===== config.mk =====
export PLATFORM = sky130hd
export DESIGN_NAME = frequent_item_candidate_tracker_unit
export DESIGN_NICKNAME = d
export VERILOG_FILES = /design/src/fict_pkg.sv /design/src/fict_front.sv /design/src/fict_back.sv /design/src/frequent_item_candidate_tracker_unit.sv
export SDC_FILE = /design/constraint.sdc
export NUM_CORES = 1
export LEC_CHECK = 0
export BUFFER_PORTS_ARGS = -buffer_cell sky130_fd_sc_hd__buf_2
export CAP_MARGIN = 0
export CORE_UTILIZATION = 40
export DETAILED_ROUTE_END_ITERATION = 16
export PLACE_DENSITY = 0.66
export SLEW_MARGIN = 20
export SYNTH_ARGS = -nofsm -noshare
export SYNTH_HDL_FRONTEND = slang
export SYNTH_SLANG_ARGS = --single-unit

===== constraint.sdc =====
create_clock -name clk_i -period 4.1 [get_ports clk_i]
set_input_delay 0.82 -clock clk_i [delete_from_list [all_inputs] [get_ports clk_i]]
set_output_delay 0.82 -clock clk_i [all_outputs]
set_load 0.02 [all_outputs]

===== src/fict_pkg.sv =====
// ---------------------------------------------------------------------------
// fict_pkg
// Shared types, constants and helpers of the frequent item candidate tracker.
// ---------------------------------------------------------------------------
package fict_pkg;

  localparam int DEF_NUM_SLOTS   = 3;
  localparam int DEF_ID_WIDTH    = 32;
  localparam int DEF_COUNT_WIDTH = 32;

  // Width of the reported slot index field.
  localparam int SLOT_W = 2;

  // Depth of the command queue between front and back.
  localparam int QUEUE_DEPTH = 2;
  localparam int QPTR_W      = (QUEUE_DEPTH > 1) ? $clog2(QUEUE_DEPTH) : 1;
  localparam int QCNT_W      = $clog2(QUEUE_DEPTH + 1);

  typedef enum logic {
    OP_PUSH   = 1'b0,
    OP_REPORT = 1'b1
  } op_e;

  typedef enum logic {
    ST_RUN,
    ST_REPORT
  } back_state_e;

  // Command handshake from the queue to the back end.
  typedef struct packed {
    logic valid;
    op_e  op;
  } cmd_ctrl_t;

  // Rounds a bit count up to whole bytes.
  function automatic int byte_pad(input int w);
    return ((w + 7) / 8) * 8;
  endfunction

endpackage


===== src/fict_front.sv =====
// ---------------------------------------------------------------------------
// fict_front
// Accepts requests, decodes the function bit and queues the commands.
// ---------------------------------------------------------------------------
module fict_front
  import fict_pkg::*;
#(
  parameter int ID_WIDTH = DEF_ID_WIDTH
) (
  input  logic                clk_i,
  input  logic                rst_ni,
  input  logic                in_valid_i,
  output logic                in_ready_o,
  input  logic                in_func_i,
  input  logic [ID_WIDTH-1:0] in_id_i,
  output cmd_ctrl_t           cmd_o,
  output logic [ID_WIDTH-1:0] cmd_id_o,
  input  logic                cmd_ready_i
);

  op_e                 op_mem [QUEUE_DEPTH];
  logic [ID_WIDTH-1:0] id_mem [QUEUE_DEPTH];

  logic [QPTR_W-1:0] wr_ptr_q, wr_ptr_d;
  logic [QPTR_W-1:0] rd_ptr_q, rd_ptr_d;
  logic [QCNT_W-1:0] count_q, count_d;
  logic              push, pop;
  op_e               in_op;

  function automatic logic [QPTR_W-1:0] ptr_inc(input logic [QPTR_W-1:0] p);
    return (p == QPTR_W'(QUEUE_DEPTH - 1)) ? '0 : p + 1'b1;
  endfunction

  assign in_op      = in_func_i ? OP_REPORT : OP_PUSH;
  assign in_ready_o = (count_q != QCNT_W'(QUEUE_DEPTH));
  assign push       = in_valid_i && in_ready_o;
  assign pop        = cmd_o.valid && cmd_ready_i;

  assign cmd_o.valid = (count_q != '0);
  assign cmd_o.op    = op_mem[rd_ptr_q];
  assign cmd_id_o    = id_mem[rd_ptr_q];

  always_comb begin
    wr_ptr_d = push ? ptr_inc(wr_ptr_q) : wr_ptr_q;
    rd_ptr_d = pop  ? ptr_inc(rd_ptr_q) : rd_ptr_q;
    count_d  = count_q;
    if (push && !pop) begin
      count_d = count_q + 1'b1;
    end else if (pop && !push) begin
      count_d = count_q - 1'b1;
    end
  end

  always_ff @(posedge clk_i) begin
    if (push) begin
      op_mem[wr_ptr_q] <= in_op;
      id_mem[wr_ptr_q] <= in_id_i;
    end
  end

  always_ff @(posedge clk_i or negedge rst_ni) begin
    if (!rst_ni) begin
      wr_ptr_q <= '0;
      rd_ptr_q <= '0;
      count_q  <= '0;
    end else begin
      wr_ptr_q <= wr_ptr_d;
      rd_ptr_q <= rd_ptr_d;
      count_q  <= count_d;
    end
  end

endmodule


===== src/fict_back.sv =====
// ---------------------------------------------------------------------------
// fict_back
// Holds the candidate slots, applies pushes and walks the slots on a report.
// ---------------------------------------------------------------------------
module fict_back
  import fict_pkg::*;
#(
  parameter int NUM_SLOTS   = DEF_NUM_SLOTS,
  parameter int ID_WIDTH    = DEF_ID_WIDTH,
  parameter int COUNT_WIDTH = DEF_COUNT_WIDTH
) (
  input  logic                   clk_i,
  input  logic                   rst_ni,
  input  cmd_ctrl_t              cmd_i,
  input  logic [ID_WIDTH-1:0]    cmd_id_i,
  output logic                   cmd_ready_o,
  output logic                   out_valid_o,
  input  logic                   out_ready_i,
  output logic [SLOT_W-1:0]      out_slot_o,
  output logic [ID_WIDTH-1:0]    out_id_o,
  output logic [COUNT_WIDTH-1:0] out_count_o,
  output logic                   out_last_o
);

  localparam int IDX_W = (NUM_SLOTS > 1) ? $clog2(NUM_SLOTS) : 1;
  localparam logic [IDX_W-1:0] LAST_IDX = IDX_W'(NUM_SLOTS - 1);

  logic [ID_WIDTH-1:0]    ids_q [NUM_SLOTS];
  logic [COUNT_WIDTH-1:0] cnt_q [NUM_SLOTS];

  back_state_e state_q, state_d;
  logic [IDX_W-1:0] idx_q, idx_d;

  logic                   out_valid_q, out_valid_d;
  logic [SLOT_W-1:0]      out_slot_q;
  logic [ID_WIDTH-1:0]    out_id_q;
  logic [COUNT_WIDTH-1:0] out_count_q;
  logic                   out_last_q;

  logic                 out_free;
  logic                 do_push;
  logic                 load;
  logic [IDX_W-1:0]     load_idx;
  logic [NUM_SLOTS-1:0] hit, first_hit, first_free;
  logic                 any_hit, any_free;

  assign out_free = !out_valid_q || out_ready_i;

  // Slot match and first-empty search, all slots in parallel.
  always_comb begin
    logic seen_hit, seen_free;
    seen_hit   = 1'b0;
    seen_free  = 1'b0;
    hit        = '0;
    first_hit  = '0;
    first_free = '0;
    for (int k = 0; k < NUM_SLOTS; k++) begin
      hit[k]        = (cnt_q[k] != '0) && (ids_q[k] == cmd_id_i);
      first_hit[k]  = hit[k] && !seen_hit;
      first_free[k] = (cnt_q[k] == '0) && !seen_free;
      seen_hit      = seen_hit || hit[k];
      seen_free     = seen_free || (cnt_q[k] == '0);
    end
    any_hit  = seen_hit;
    any_free = seen_free;
  end

  // Next state of the report sequencer.
  always_comb begin
    state_d = state_q;
    case (state_q)
      ST_RUN: begin
        if (cmd_i.valid && cmd_i.op == OP_REPORT && out_free && LAST_IDX != '0) begin
          state_d = ST_REPORT;
        end
      end
      ST_REPORT: begin
        if (out_free && idx_q == LAST_IDX) begin
          state_d = ST_RUN;
        end
      end
      default: state_d = ST_RUN;
    endcase
  end

  // Sequencer outputs: command pop, result load and slot index.
  always_comb begin
    cmd_ready_o = 1'b0;
    do_push     = 1'b0;
    load        = 1'b0;
    load_idx    = '0;
    idx_d       = idx_q;
    case (state_q)
      ST_RUN: begin
        if (cmd_i.valid && cmd_i.op == OP_PUSH) begin
          cmd_ready_o = 1'b1;
          do_push     = 1'b1;
        end else if (cmd_i.valid && out_free) begin
          cmd_ready_o = 1'b1;
          load        = 1'b1;
          idx_d       = (LAST_IDX == '0) ? '0 : IDX_W'(1);
        end
      end
      ST_REPORT: begin
        if (out_free) begin
          load     = 1'b1;
          load_idx = idx_q;
          idx_d    = (idx_q == LAST_IDX) ? '0 : idx_q + 1'b1;
        end
      end
      default: ;
    endcase
  end

  always_comb begin
    out_valid_d = out_valid_q;
    if (load) begin
      out_valid_d = 1'b1;
    end else if (out_ready_i) begin
      out_valid_d = 1'b0;
    end
  end

  always_ff @(posedge clk_i) begin
    if (load) begin
      out_slot_q  <= SLOT_W'(load_idx);
      out_id_q    <= ids_q[load_idx];
      out_count_q <= cnt_q[load_idx];
      out_last_q  <= (load_idx == LAST_IDX);
    end
  end

  // Slot update: increment on a match, claim the first empty slot, or age all.
  always_ff @(posedge clk_i or negedge rst_ni) begin
    if (!rst_ni) begin
      for (int k = 0; k < NUM_SLOTS; k++) begin
        ids_q[k] <= '0;
        cnt_q[k] <= '0;
      end
    end else if (do_push) begin
      for (int k = 0; k < NUM_SLOTS; k++) begin
        if (any_hit) begin
          if (first_hit[k] && cnt_q[k] != '1) begin
            cnt_q[k] <= cnt_q[k] + 1'b1;
          end
        end else if (any_free) begin
          if (first_free[k]) begin
            ids_q[k] <= cmd_id_i;
            cnt_q[k] <= COUNT_WIDTH'(1);
          end
        end else begin
          cnt_q[k] <= cnt_q[k] - 1'b1;
        end
      end
    end
  end

  always_ff @(posedge clk_i or negedge rst_ni) begin
    if (!rst_ni) begin
      state_q     <= ST_RUN;
      idx_q       <= '0;
      out_valid_q <= 1'b0;
    end else begin
      state_q     <= state_d;
      idx_q       <= idx_d;
      out_valid_q <= out_valid_d;
    end
  end

  assign out_valid_o = out_valid_q;
  assign out_slot_o  = out_slot_q;
  assign out_id_o    = out_id_q;
  assign out_count_o = out_count_q;
  assign out_last_o  = out_last_q;

endmodule


===== src/frequent_item_candidate_tracker_unit.sv =====
// ---------------------------------------------------------------------------
// frequent_item_candidate_tracker_unit
// Streaming heavy-hitter finder with a small set of counted candidate slots.
// ---------------------------------------------------------------------------
//  Channel   Direction  Carries
//  s_axis    in         tuser: func; tdata: item_id
//  m_axis    out        tdata: slot, candidate_id, hit_count; tlast: last
//
//  Pushes stream at one per cycle while no report is being sent.
//  A report sends NUM_SLOTS results, one per cycle unless the output stalls, through the output register.
//  The two-entry command queue lets requests keep arriving while results stall.
//  Reset empties every slot and the queue; no clearing pass is needed.
// ---------------------------------------------------------------------------
module frequent_item_candidate_tracker_unit
  import fict_pkg::*;
#(
  parameter int NUM_SLOTS   = DEF_NUM_SLOTS,
  parameter int ID_WIDTH    = DEF_ID_WIDTH,
  parameter int COUNT_WIDTH = DEF_COUNT_WIDTH,
  parameter int IN_DATA_W   = byte_pad(ID_WIDTH),
  parameter int OUT_DATA_W  = byte_pad(SLOT_W + ID_WIDTH + COUNT_WIDTH)
) (
  input  logic                  clk_i,
  input  logic                  rst_ni,
  input  logic                  s_axis_tvalid_i,
  output logic                  s_axis_tready_o,
  input  logic [IN_DATA_W-1:0]  s_axis_tdata_i,  // item_id
  input  logic                  s_axis_tuser_i,  // func
  output logic                  m_axis_tvalid_o,
  input  logic                  m_axis_tready_i,
  output logic [OUT_DATA_W-1:0] m_axis_tdata_o,  // slot, candidate_id, hit_count
  output logic                  m_axis_tlast_o
);

  cmd_ctrl_t              cmd;
  logic [ID_WIDTH-1:0]    cmd_id;
  logic                   cmd_ready;
  logic [SLOT_W-1:0]      out_slot;
  logic [ID_WIDTH-1:0]    out_id;
  logic [COUNT_WIDTH-1:0] out_count;

  fict_front #(
    .ID_WIDTH (ID_WIDTH)
  ) u_front (
    .clk_i       (clk_i),
    .rst_ni      (rst_ni),
    .in_valid_i  (s_axis_tvalid_i),
    .in_ready_o  (s_axis_tready_o),
    .in_func_i   (s_axis_tuser_i),
    .in_id_i     (s_axis_tdata_i[ID_WIDTH-1:0]),
    .cmd_o       (cmd),
    .cmd_id_o    (cmd_id),
    .cmd_ready_i (cmd_ready)
  );

  fict_back #(
    .NUM_SLOTS   (NUM_SLOTS),
    .ID_WIDTH    (ID_WIDTH),
    .COUNT_WIDTH (COUNT_WIDTH)
  ) u_back (
    .clk_i       (clk_i),
    .rst_ni      (rst_ni),
    .cmd_i       (cmd),
    .cmd_id_i    (cmd_id),
    .cmd_ready_o (cmd_ready),
    .out_valid_o (m_axis_tvalid_o),
    .out_ready_i (m_axis_tready_i),
    .out_slot_o  (out_slot),
    .out_id_o    (out_id),
    .out_count_o (out_count),
    .out_last_o  (m_axis_tlast_o)
  );

  assign m_axis_tdata_o = OUT_DATA_W'({out_count, out_id, out_slot});

endmodule


==> results.yml, run 1 <==
global_routing:
  grt_start_max_net_pins: 79
  grt_pass1_wl_um: 86300
  antenna_violations_before_repair: 2
  grt_pass1_vias: 15000
  grtUsageTotal_pct: 23.2
  globalRoute.totalOverflow: 0
clock_tree:
  clock_tree.buffer_depth: 3
  cts.htree.levels: 2
  cts_resized: 0
  tritoncts: "yes"
  cts_post_setup_buffers_inserted: 0
  worstSkewPairLatency_ps: 580
  cts_made_buffers: 39
  cts.clk_slew.worst_paths_ps: 60
  cts.sink_count: 333
  clk_root_buffer_cell: "sky130_fd_sc_hd__clkbuf_16"
  post_cts_hold_buffer_count: 0
pwr:
  pwr-share-comb_pct: 38.4
  power.static_leakage_nw: 8.30
  power_density_mw_per_mm2: 765
  fin_total_pwr_w: 0.0166
  p_sw_share_pct: 40.3
  p_seq_share_pct: 38.0
  cell_internal_pwr_w: 0.00990
  vdd_ir_drop_max_mv: 0.479
  clkPwrFrac_pct: 23.6
  netSwitchingPower_w: 0.00669
critical_path:
  start_kind: "register"
  rr_startpoint: "u_back.cnt_q[0]"
  critical_path.endpoint_type: "register"
  cpMaxStageDelayCell: "sky130_fd_sc_hd__nor4_4"
  r2r_cells: 11
  category_of_the_critical_setup_timing_path: "register to register"
  worst-endpoint-required_ps: 4560
  critical_path.max_stage_delay_ps: 540
  critical_path.max_fanout: 39
  crit_arrival_ps: 4360
  timing.critical_path.cells: "inv_1 > ha_1 > or3b_4 > or4_1 > nor4_4 > nor3_2 > buf_4 > or3_4 > buf_4 > a221o_1 > a22o_1"
  regToRegSetupSlack_ps: 210
  crit_top_cell: "sky130_fd_sc_hd__buf_4"
  rr_endpoint: "u_back.cnt_q[53]"
drt:
  drt-wirelength-per-cell_um: 20.8
  totalWireLength_um: 55000
  route.detailed.drc: 0
  vias_per_cell: 5.98
  drt_iter0_markers: 1596
  firstDrtPassIters: 6
  postRouteAntennaNets: 0
  dr_total_vias: 15800
min_path:
  worstHoldPathType: "input pin to async pin"
logic_synthesis:
  synth_edf_count: 133
  synth.yosys.warnings: 0
  synth_ff_type: "sky130_fd_sc_hd__dfrtp_1"
  netlist_area_mm2: 0.0187
  synth_cells: 1942
  ys_top_cells_by_area: "sky130_fd_sc_hd__dfrtp_1 27%, sky130_fd_sc_hd__edfxtp_1 21%, sky130_fd_sc_hd__mux2i_1 5.9%"
  netlist.top_cell.by_area: "sky130_fd_sc_hd__dfrtp_1"
  number_of_library_cell_types_mapped_by_synthesis: 74
  synth-async-reset-ratio_pct: 60.1
  yosys.area.top_type_share_pct: 26.8
  synth.avg_cell_area_um2: 9.62
  yosysSeqAreaShare_pct: 48.1
  ys_ff_latch: 333
timing:
  holdWs_ps: 305
  fin_skew_ps: 23.0
  timing.final.crit_share_pct: 95.0
  timing_worst_slew_pin_value_ps: 977
  pins_over_slew_limit: 0
  setup_viol: 0
  timing.final.crit_period_ps: 3890
  number_of_hold_violations_in_the_final_report: 0
  final_critical_path_setup_slack_ps: 205
  rsz_0062_raised_after_global_routing: "false"
  finalSetupTns_ps: 0
  timing.fmax_mhz: 257
  max_slew_margin_pct: 34.2
placed_design:
  pre_cts_ws_ps: 261
  numPlacedInstances: 2575
  hpwl_um: 36700
  port_buffers: 105
  place.gp.congestion: 0.921
final_layout:
  flow.area_growth_from_synthesis_pct: 16.0
  stdcell_count: 2647
  layout.nets: 2063
  drive_gt1_share_pct: 14.7
  fillCellCount: 4166
  insertedDiodeCount: 0
floorplan:
  chipWidth_um: 218
  die_y_um: 218
  start_util_pct: 40.8
  rows: 78
  core-area_mm2: 0.0458
  full_die_area_mm2: 0.0476
  floorplan.io_pins: 112
job:
  max_cap_violations: 0
status:
  outcome: "finished, final reports clean"
[worst max-delay path, delay by kind of cell (launching register included)]
kind	cells	cell delay, ps
buffers and inverters	3	580
adder cells (fa/ha/maj)	1	180
flip-flops	1	450
AO/OA/AOI/OAI	2	580
AND/OR/NAND/NOR	5	1990
[synthesized netlist by cell type, types with 9 or more instances]
master and instances:
sky130_fd_sc_hd__o21ai_0 202, sky130_fd_sc_hd__dfrtp_1 200, sky130_fd_sc_hd__nor2_1 153, sky130_fd_sc_hd__nand2_1 152, sky130_fd_sc_hd__edfxtp_1 133, sky130_fd_sc_hd__mux2i_1 110
sky130_fd_sc_hd__clkbuf_1 106, sky130_fd_sc_hd__xnor2_1 104, sky130_fd_sc_hd__a21oi_1 96, sky130_fd_sc_hd__nor3_1 80, sky130_fd_sc_hd__nand3b_1 67, sky130_fd_sc_hd__nand3_1 54
sky130_fd_sc_hd__nor4_1 47, sky130_fd_sc_hd__o31ai_1 43, sky130_fd_sc_hd__buf_2 39, sky130_fd_sc_hd__and3_1 31, sky130_fd_sc_hd__or3_1 27, sky130_fd_sc_hd__nand4_1 26
sky130_fd_sc_hd__a31oi_1 18, sky130_fd_sc_hd__a22o_1 16, sky130_fd_sc_hd__o22ai_1 15, sky130_fd_sc_hd__a211oi_1 14, sky130_fd_sc_hd__a221oi_1 13, sky130_fd_sc_hd__inv_1 12
sky130_fd_sc_hd__and2_1 11, sky130_fd_sc_hd__buf_4 11, sky130_fd_sc_hd__o2bb2ai_1 11, sky130_fd_sc_hd__a21o_1 10, sky130_fd_sc_hd__or2_2 10, sky130_fd_sc_hd__buf_1 9
sky130_fd_sc_hd__o21bai_1 9
[cells by family after synthesis]
logic type | after synthesis | share of synthesized area (%)
adder cells (fa/ha/maj) | 8 | 0.536
AO/OA/AOI/OAI | 494 | 16.1
XOR/XNOR | 107 | 5.01
flip-flops | 333 | 48.1
AND/OR/NAND/NOR | 705 | 19.7
buffers and inverters | 179 | 4.16
other | 1 | 0.0201
multiplexers | 115 | 6.23
[worst max-delay path by stage]
| stage | start | to | slack [ps] | depth (start not counted) |
|---|---|---|---|---|
| finish | u_back.cnt_q[0] | u_back.cnt_q[53] | 210 | 11 |
| global route | u_back.cnt_q[0] | u_back.cnt_q[91] | 3 | 12 |
| CTS | u_back.cnt_q[0] | u_back.cnt_q[53] | 250 | 11 |
| detailed placement | u_back.cnt_q[0] | u_back.cnt_q[53] | 260 | 11 |
| global placement | u_back.cnt_q[0] | u_back.cnt_q[89] | 290 | 12 |
| floorplan | u_back.cnt_q[0] | u_back.cnt_q[87] | 710 | 13 |
[final cells by class]
type	instances	area, µm²	share of cell area, %
clock buffers	48	1030	4.75
clock inverters	22	395	1.82
multi-input cells	1435	8990	41.4
inverters	12	45.0	0.208
flip-flops and latches	333	9000	41.5
repair buffers	197	1480	6.80
well taps	600	751	3.46
[layer usage]
metal	vias to the layer above	part of all wire (%)	track usage, %
met5	-	0.049	0
met4	4	3.0	8.62
met3	104	6.4	3.45
met2	634	48	38.2
met1	7760	43	30.7
li1	7325	-	-
[state kept, by name, indices dropped and copies added (netlist names)]
| signal | flops |
|---|---|
| u_back.ids_q | 96 |
| u_back.state_q | 1 |
| u_front.id_mem | 64 |
| u_front.wr_ptr_q | 1 |
| u_back.out_count_o | 32 |
| u_back.out_slot_o | 2 |
| u_back.idx_q | 2 |
| u_front.rd_ptr_q | 1 |
| u_back.cnt_q | 96 |
| u_back.out_valid_o | 1 |
| u_back.out_last_o | 1 |
| u_front.count_q | 2 |
| u_front.op_mem | 2 |
| u_back.out_id_o | 32 |
[through the flow]
step	util (%)	area, µm²
after floorplan	-	18700
after detailed placement	44.2	20200
after global placement	44.2	20200
after CTS	47.3	21600
after global routing	47.4	21700
final	47.4	21700
[power groups by stage]
stage	Clock (W)	Sequential, W	Combinational, W
floorplan	0	0.00616	0.00412
global placement	0	0.00627	0.00624
detailed placement	0	0.00632	0.00631
CTS	0.00398	0.00627	0.00635
global route	0.00411	0.00649	0.00690
finish	0.00391	0.00631	0.00636
[placed cells by master (no fill, tap or decap), types with 8 or more instances in the layout]
cell type / count
sky130_fd_sc_hd__o21ai_0: 202
sky130_fd_sc_hd__dfrtp_1: 198
sky130_fd_sc_hd__nand2_1: 151
sky130_fd_sc_hd__nor2_1: 151
sky130_fd_sc_hd__edfxtp_1: 133
sky130_fd_sc_hd__mux2i_1: 110
sky130_fd_sc_hd__xnor2_1: 104
sky130_fd_sc_hd__buf_2: 104
sky130_fd_sc_hd__a21oi_1: 96
sky130_fd_sc_hd__nor3_1: 80
sky130_fd_sc_hd__buf_4: 72
sky130_fd_sc_hd__nand3b_1: 67
sky130_fd_sc_hd__nand3_1: 53
sky130_fd_sc_hd__nor4_1: 47
sky130_fd_sc_hd__o31ai_1: 43
sky130_fd_sc_hd__clkbuf_16: 39
sky130_fd_sc_hd__and3_1: 28
sky130_fd_sc_hd__nand4_1: 26
sky130_fd_sc_hd__or3_1: 26
sky130_fd_sc_hd__buf_12: 20
sky130_fd_sc_hd__a31oi_1: 18
sky130_fd_sc_hd__a22o_1: 16
sky130_fd_sc_hd__o22ai_1: 15
sky130_fd_sc_hd__a211oi_1: 14
sky130_fd_sc_hd__a221oi_1: 13
sky130_fd_sc_hd__inv_1: 12
sky130_fd_sc_hd__and2_1: 11
sky130_fd_sc_hd__o2bb2ai_1: 11
sky130_fd_sc_hd__or2_2: 10
sky130_fd_sc_hd__a21o_1: 10
sky130_fd_sc_hd__bufinv_16: 10
sky130_fd_sc_hd__o21bai_1: 9
sky130_fd_sc_hd__o221ai_1: 8
sky130_fd_sc_hd__ha_1: 8
No activity file was read; power rests on OpenSTA's default activity.
==> run 2: changes to the inputs <==
- CORE_ASPECT_RATIO: unset -> 1.1
- SETUP_SLACK_MARGIN: unset -> 0.3
==> results.yml, run 2 (synthesized netlist as in run 1, its figures left out) <==
timing:
  timing_worst_slew_pin_value_ps: 957
  timing.fmax_mhz: 271
  number_of_hold_violations_in_the_final_report: 0
  finalSetupTns_ps: 0
  fin_skew_ps: 30.5
  pins_over_slew_limit: 0
  max_slew_margin_pct: 36.2
  setup_viol: 0
  rsz_0062_raised_after_global_routing: "false"
  timing.final.crit_share_pct: 89.9
  timing.final.crit_period_ps: 3690
floorplan:
  full_die_area_mm2: 0.0476
  rows: 82
  die_y_um: 229
  floorplan.io_pins: 112
  chipWidth_um: 208
  start_util_pct: 40.8
  core-area_mm2: 0.0459
clock_tree:
  tritoncts: "yes"
  clock_tree.buffer_depth: 3
  cts.sink_count: 333
  cts_made_buffers: 38
  worstSkewPairLatency_ps: 560
  cts.htree.levels: 2
  clk_root_buffer_cell: "sky130_fd_sc_hd__clkbuf_16"
  cts.clk_slew.worst_paths_ps: 60
drt:
  dr_total_vias: 15900
  drt-wirelength-per-cell_um: 21.2
  firstDrtPassIters: 6
  drt_iter0_markers: 1803
  route.detailed.drc: 0
  vias_per_cell: 6.00
  postRouteAntennaNets: 0
  totalWireLength_um: 56100
global_routing:
  grt_pass1_vias: 15500
  globalRoute.totalOverflow: 0
  grt_start_max_net_pins: 103
  grt_pass1_wl_um: 87200
  antenna_violations_before_repair: 0
  grtUsageTotal_pct: 23.1
final_layout:
  layout.nets: 2077
  register_area_mm2: 0.00900
  layout.cells.most_common: "sky130_fd_sc_hd__o21ai_0"
  drive_gt1_share_pct: 16.1
  fillCellCount: 4247
  multi_input_comb_area_mm2: 0.00908
  flow.area_growth_from_synthesis_pct: 16.5
  mostFrequentLayoutCells: "202 x sky130_fd_sc_hd__o21ai_0, 197 x sky130_fd_sc_hd__dfrtp_1, 151 x sky130_fd_sc_hd__nand2_1, 151 x sky130_fd_sc_hd__nor2_1, 133 x sky130_fd_sc_hd__edfxtp_1"
  fin_util_pct: 47.5
  layout_top_registers: "u_back.cnt_q x96, u_back.ids_q x96, u_front.id_mem x64"
pwr:
  cell_internal_pwr_w: 0.00967
  vdd_ir_drop_max_mv: 0.420
  power.static_leakage_nw: 8.31
  pwr-share-comb_pct: 39.7
  netSwitchingPower_w: 0.00671
  clkPwrFrac_pct: 21.8
  p_seq_share_pct: 38.5
  p_sw_share_pct: 41.0
  power_density_mw_per_mm2: 752
  fin_total_pwr_w: 0.0164
critical_path:
  regToRegSetupSlack_ps: 410
  timing.critical_path.buf_inv: 4
  crit_family: "simple AND/OR/NAND/NOR gates"
  rr_startpoint: "u_back.cnt_q[1]"
  r2r_cells: 12
  rr_endpoint: "u_back.cnt_q[53]"
  cpMaxStageDelayCell: "sky130_fd_sc_hd__or4_4"
  category_of_the_critical_setup_timing_path: "register to register"
  crit_top_cell: "sky130_fd_sc_hd__buf_4"
  worst-endpoint-required_ps: 4530
  timing.critical_path.cells: "inv_1 > ha_1 > or3b_4 > or4_4 > nor4_4 > buf_4 > nor3_2 > buf_4 > or3_4 > clkbuf_16 > a221o_1 > a22o_1"
  crit_arrival_ps: 4110
  start_kind: "register"
  critical_path.endpoint_type: "register"
  critical_path.max_stage_delay_ps: 480
  critical_path.max_fanout: 46
placed_design:
  port_buffers: 105
  hpwl_um: 37100
  place.gp.congestion: 0.898
status:
  outcome: "finished, final reports clean"
job:
  max_cap_violations: 0
min_path:
  worstHoldPathType: "input pin to async pin"
-- run 2: per-stage QoR --
step	hold slack, ps	area (µm²)	cells	setup slack [ps]
2_1_floorplan	461	18700	1947	712
3_3_place_gp	483	20200	2571	265
3_5_place_dp	492	20200	2571	101
4_1_cts	423	21600	2643	302
5_1_grt	435	21800	2649	304
6_report	343	21800	2650	412
-- run 2: cell type report --
| type | instances | share of cell area [%] |
|---|---|---|
| inverters | 12 | 0.207 |
| clock buffers | 43 | 4.55 |
| clock inverters | 26 | 1.40 |
| diodes | 1 | 0.0115 |
| flip-flops and latches | 333 | 41.4 |
| repair buffers | 212 | 7.41 |
| well taps | 588 | 3.38 |
| multi-input cells | 1435 | 41.7 |
-- run 2: repair_timing --
| item | CTS | global route |
|---|---|---|
| cloned | 0 | 3 |
| setup buffers | 3 | 2 |
| hold buffers | 0 | 0 |
| endpoints found under the setup margin | 126 | 147 |
| resized for setup | 5 | 17 |
| pin swaps | 3 | 1 |
-- run 2: worst max-delay path by stage --
stage	cells past startpoint	slack, ps	endpoint	start
after CTS	12	300	u_back.cnt_q[95]	u_front.rd_ptr_q
after detailed placement	11	100	u_back.cnt_q[95]	u_front.rd_ptr_q
final	12	410	u_back.cnt_q[53]	u_back.cnt_q[1]
after global routing	12	300	u_back.cnt_q[53]	u_back.cnt_q[1]
after floorplan	13	710	u_back.cnt_q[87]	u_back.cnt_q[0]
after global placement	11	270	u_back.cnt_q[53]	u_front.rd_ptr_q
-- run 2: routing by layer --
| metal | track usage, % | wire [µm] |
|---|---|---|
| met2 | 39.1 | 27100 |
| met5 | 0 | 0 |
| met1 | 29.3 | 22800 |
| met4 | 11.4 | 2750 |
| met3 | 2.54 | 3360 |
-- run 2: power groups by stage --
stage / sequential, W / clock [W] / combinational (W)
after floorplan: 0.00616 / 0 / 0.00412
after global placement: 0.00624 / 0 / 0.00634
after detailed placement: 0.00631 / 0 / 0.00642
after CTS: 0.00626 / 0.00364 / 0.00647
after global routing: 0.00648 / 0.00377 / 0.00703
final: 0.00631 / 0.00357 / 0.00649
==> run 3: changes to the inputs <==
- PLACE_DENSITY: 0.66 -> unset
- REMOVE_ABC_BUFFERS: unset -> 1
==> results.yml, run 3 (synthesized netlist as in run 1, its figures left out) <==
status:
  outcome: "finished, final reports clean"
critical_path:
  crit_family: "simple AND/OR/NAND/NOR gates"
  critical_path.endpoint_type: "register"
  crit_arrival_ps: 4200
  critical_path.max_fanout: 35
  critical_path.max_stage_delay_ps: 710
  start_kind: "register"
  timing.critical_path.cells: "inv_1 > ha_1 > or3b_4 > or4_1 > nor4_4 > nor3_4 > or4_2 > buf_12 > o41ai_1 > a22o_1"
  category_of_the_critical_setup_timing_path: "register to register"
  cpMaxStageDelayCell: "sky130_fd_sc_hd__or4_2"
  timing.critical_path.buf_inv: 2
  worst-endpoint-required_ps: 4610
global_routing:
  grt_pass1_vias: 15400
  grt_pass1_wl_um: 88000
  globalRoute.totalOverflow: 0
  grtUsageTotal_pct: 23.2
  antenna_violations_before_repair: 0
  grt_start_max_net_pins: 81
clock_tree:
  clk_root_buffer_cell: "sky130_fd_sc_hd__clkbuf_16"
  clock_tree.buffer_depth: 3
  cts.clk_slew.worst_paths_ps: 70
  cts.htree.levels: 2
  cts_made_buffers: 38
  worstSkewPairLatency_ps: 570
  tritoncts: "yes"
  cts.sink_count: 333
  post_cts_hold_buffer_count: 0
final_layout:
  mostFrequentLayoutCells: "202 x sky130_fd_sc_hd__o21ai_0, 198 x sky130_fd_sc_hd__dfrtp_1, 151 x sky130_fd_sc_hd__nand2_1"
  layout.cells.most_common: "sky130_fd_sc_hd__o21ai_0"
  flow.area_growth_from_synthesis_pct: 15.8
  drive_gt1_share_pct: 15.1
  layout_top_registers: "u_back.cnt_q x96, u_back.ids_q x96, u_front.id_mem x64"
  layout.nets: 2068
  insertedDiodeCount: 0
min_path:
  worstHoldPathType: "input pin to async pin"
timing:
  timing.final.crit_period_ps: 3690
  holdWs_ps: 272
  timing_worst_slew_pin_value_ps: 1050
  pins_over_slew_limit: 0
  rsz_0062_raised_after_global_routing: "false"
  final_critical_path_setup_slack_ps: 408
  number_of_hold_violations_in_the_final_report: 0
  max_slew_margin_pct: 29.6
  timing.fmax_mhz: 271
  setup_viol: 0
  finalSetupTns_ps: 0
  fin_skew_ps: 14.8
  timing.final.crit_share_pct: 90.0
floorplan:
  full_die_area_mm2: 0.0476
  floorplan.io_pins: 112
  chipWidth_um: 208
  rows: 82
  die_y_um: 229
  core-area_mm2: 0.0459
  start_util_pct: 40.8
drt:
  totalWireLength_um: 55800
  drt-wirelength-per-cell_um: 21.1
  vias_per_cell: 5.93
  postRouteAntennaNets: 0
  route.detailed.drc: 0
  drt_iter0_markers: 1373
  firstDrtPassIters: 6
  dr_total_vias: 15700
job:
  max_cap_violations: 0
placed_design:
  pre_cts_ws_ps: 313
  hpwl_um: 37100
  place.gp.congestion: 0.886
  port_buffers: 105
pwr:
  vdd_ir_drop_max_mv: 0.419
  power_density_mw_per_mm2: 749
  power.static_leakage_nw: 8.25
==> run 3: changes by cell type in the layout (fill, tap and decap cells not counted), sizes merged <==
| cell | change |
|---|---|
| buf | -7 |
| bufinv | -2 |
| clkbuf | +1 |
| clkinv | +2 |
| clkinvlp | +1 |
| diode | -1 |
| inv | -3 |
==> run 3: final timing paths <==
kind	startpoint	to	slack (ps)	depth (start not counted)
worst max register to register	u_back.cnt_q[0]	u_back.cnt_q[53]	410	10
worst max-delay path	u_back.cnt_q[0]	u_back.cnt_q[53]	410	10
min in group clk_i	s_axis_tdata_i[20]	u_front.id_mem[1][20]	450	1
max in group asynchronous	rst_ni	u_back.ids_q[78]	3000	2
worst min register to register	u_front.count_q[1]	u_front.count_q[1]	520	1
worst min-delay path	rst_ni	u_back.cnt_q[40]	270	1
==> run 3: layout make-up <==
| class | count | area (µm²) |
|---|---|---|
| Inverter | 12 | 45.0 |
| Timing Repair Buffer | 203 | 1550 |
| Clock inverter | 24 | 256 |
| Sequential cell | 333 | 9000 |
| Fill cell | 4258 | 24200 |
| Tap cell | 588 | 736 |
| Clock buffer | 46 | 1010 |
| Multi-Input combinational cell | 1435 | 9040 |
==> run 3: power by group <==
part	switching (W)	internal [W]
sequential	0.00133	0.00494
combinational	0.00386	0.00259
clock	0.00147	0.00203
==> run 3: through the flow <==
step | utilization, % | instance area, µm² | std cells | total power, W
floorplan | - | 18000 | 1780 | 0.0102
global placement | 44.2 | 20300 | 2568 | 0.0126
global route | 47.2 | 21600 | 2641 | 0.0171
finish | 47.2 | 21600 | 2641 | 0.0162
detailed placement | 44.2 | 20300 | 2568 | 0.0127
CTS | 47.0 | 21500 | 2638 | 0.0162
==> run 3: repair_timing <==
action | CTS | global route
gates cloned | 0 | 1
setup endpoints to repair | 1 | 117
resized for setup | 0 | 9
setup buffers | 0 | 1
pin swaps | 1 | 4
==> run 3: layer usage <==
layer	track usage (%)	up-vias	wire length, µm
li1	-	7333	-
met1	30.7	7672	24000
met2	39.3	561	27000
met3	3.39	90	3310
met4	6.99	0	1480
met5	0	-	0
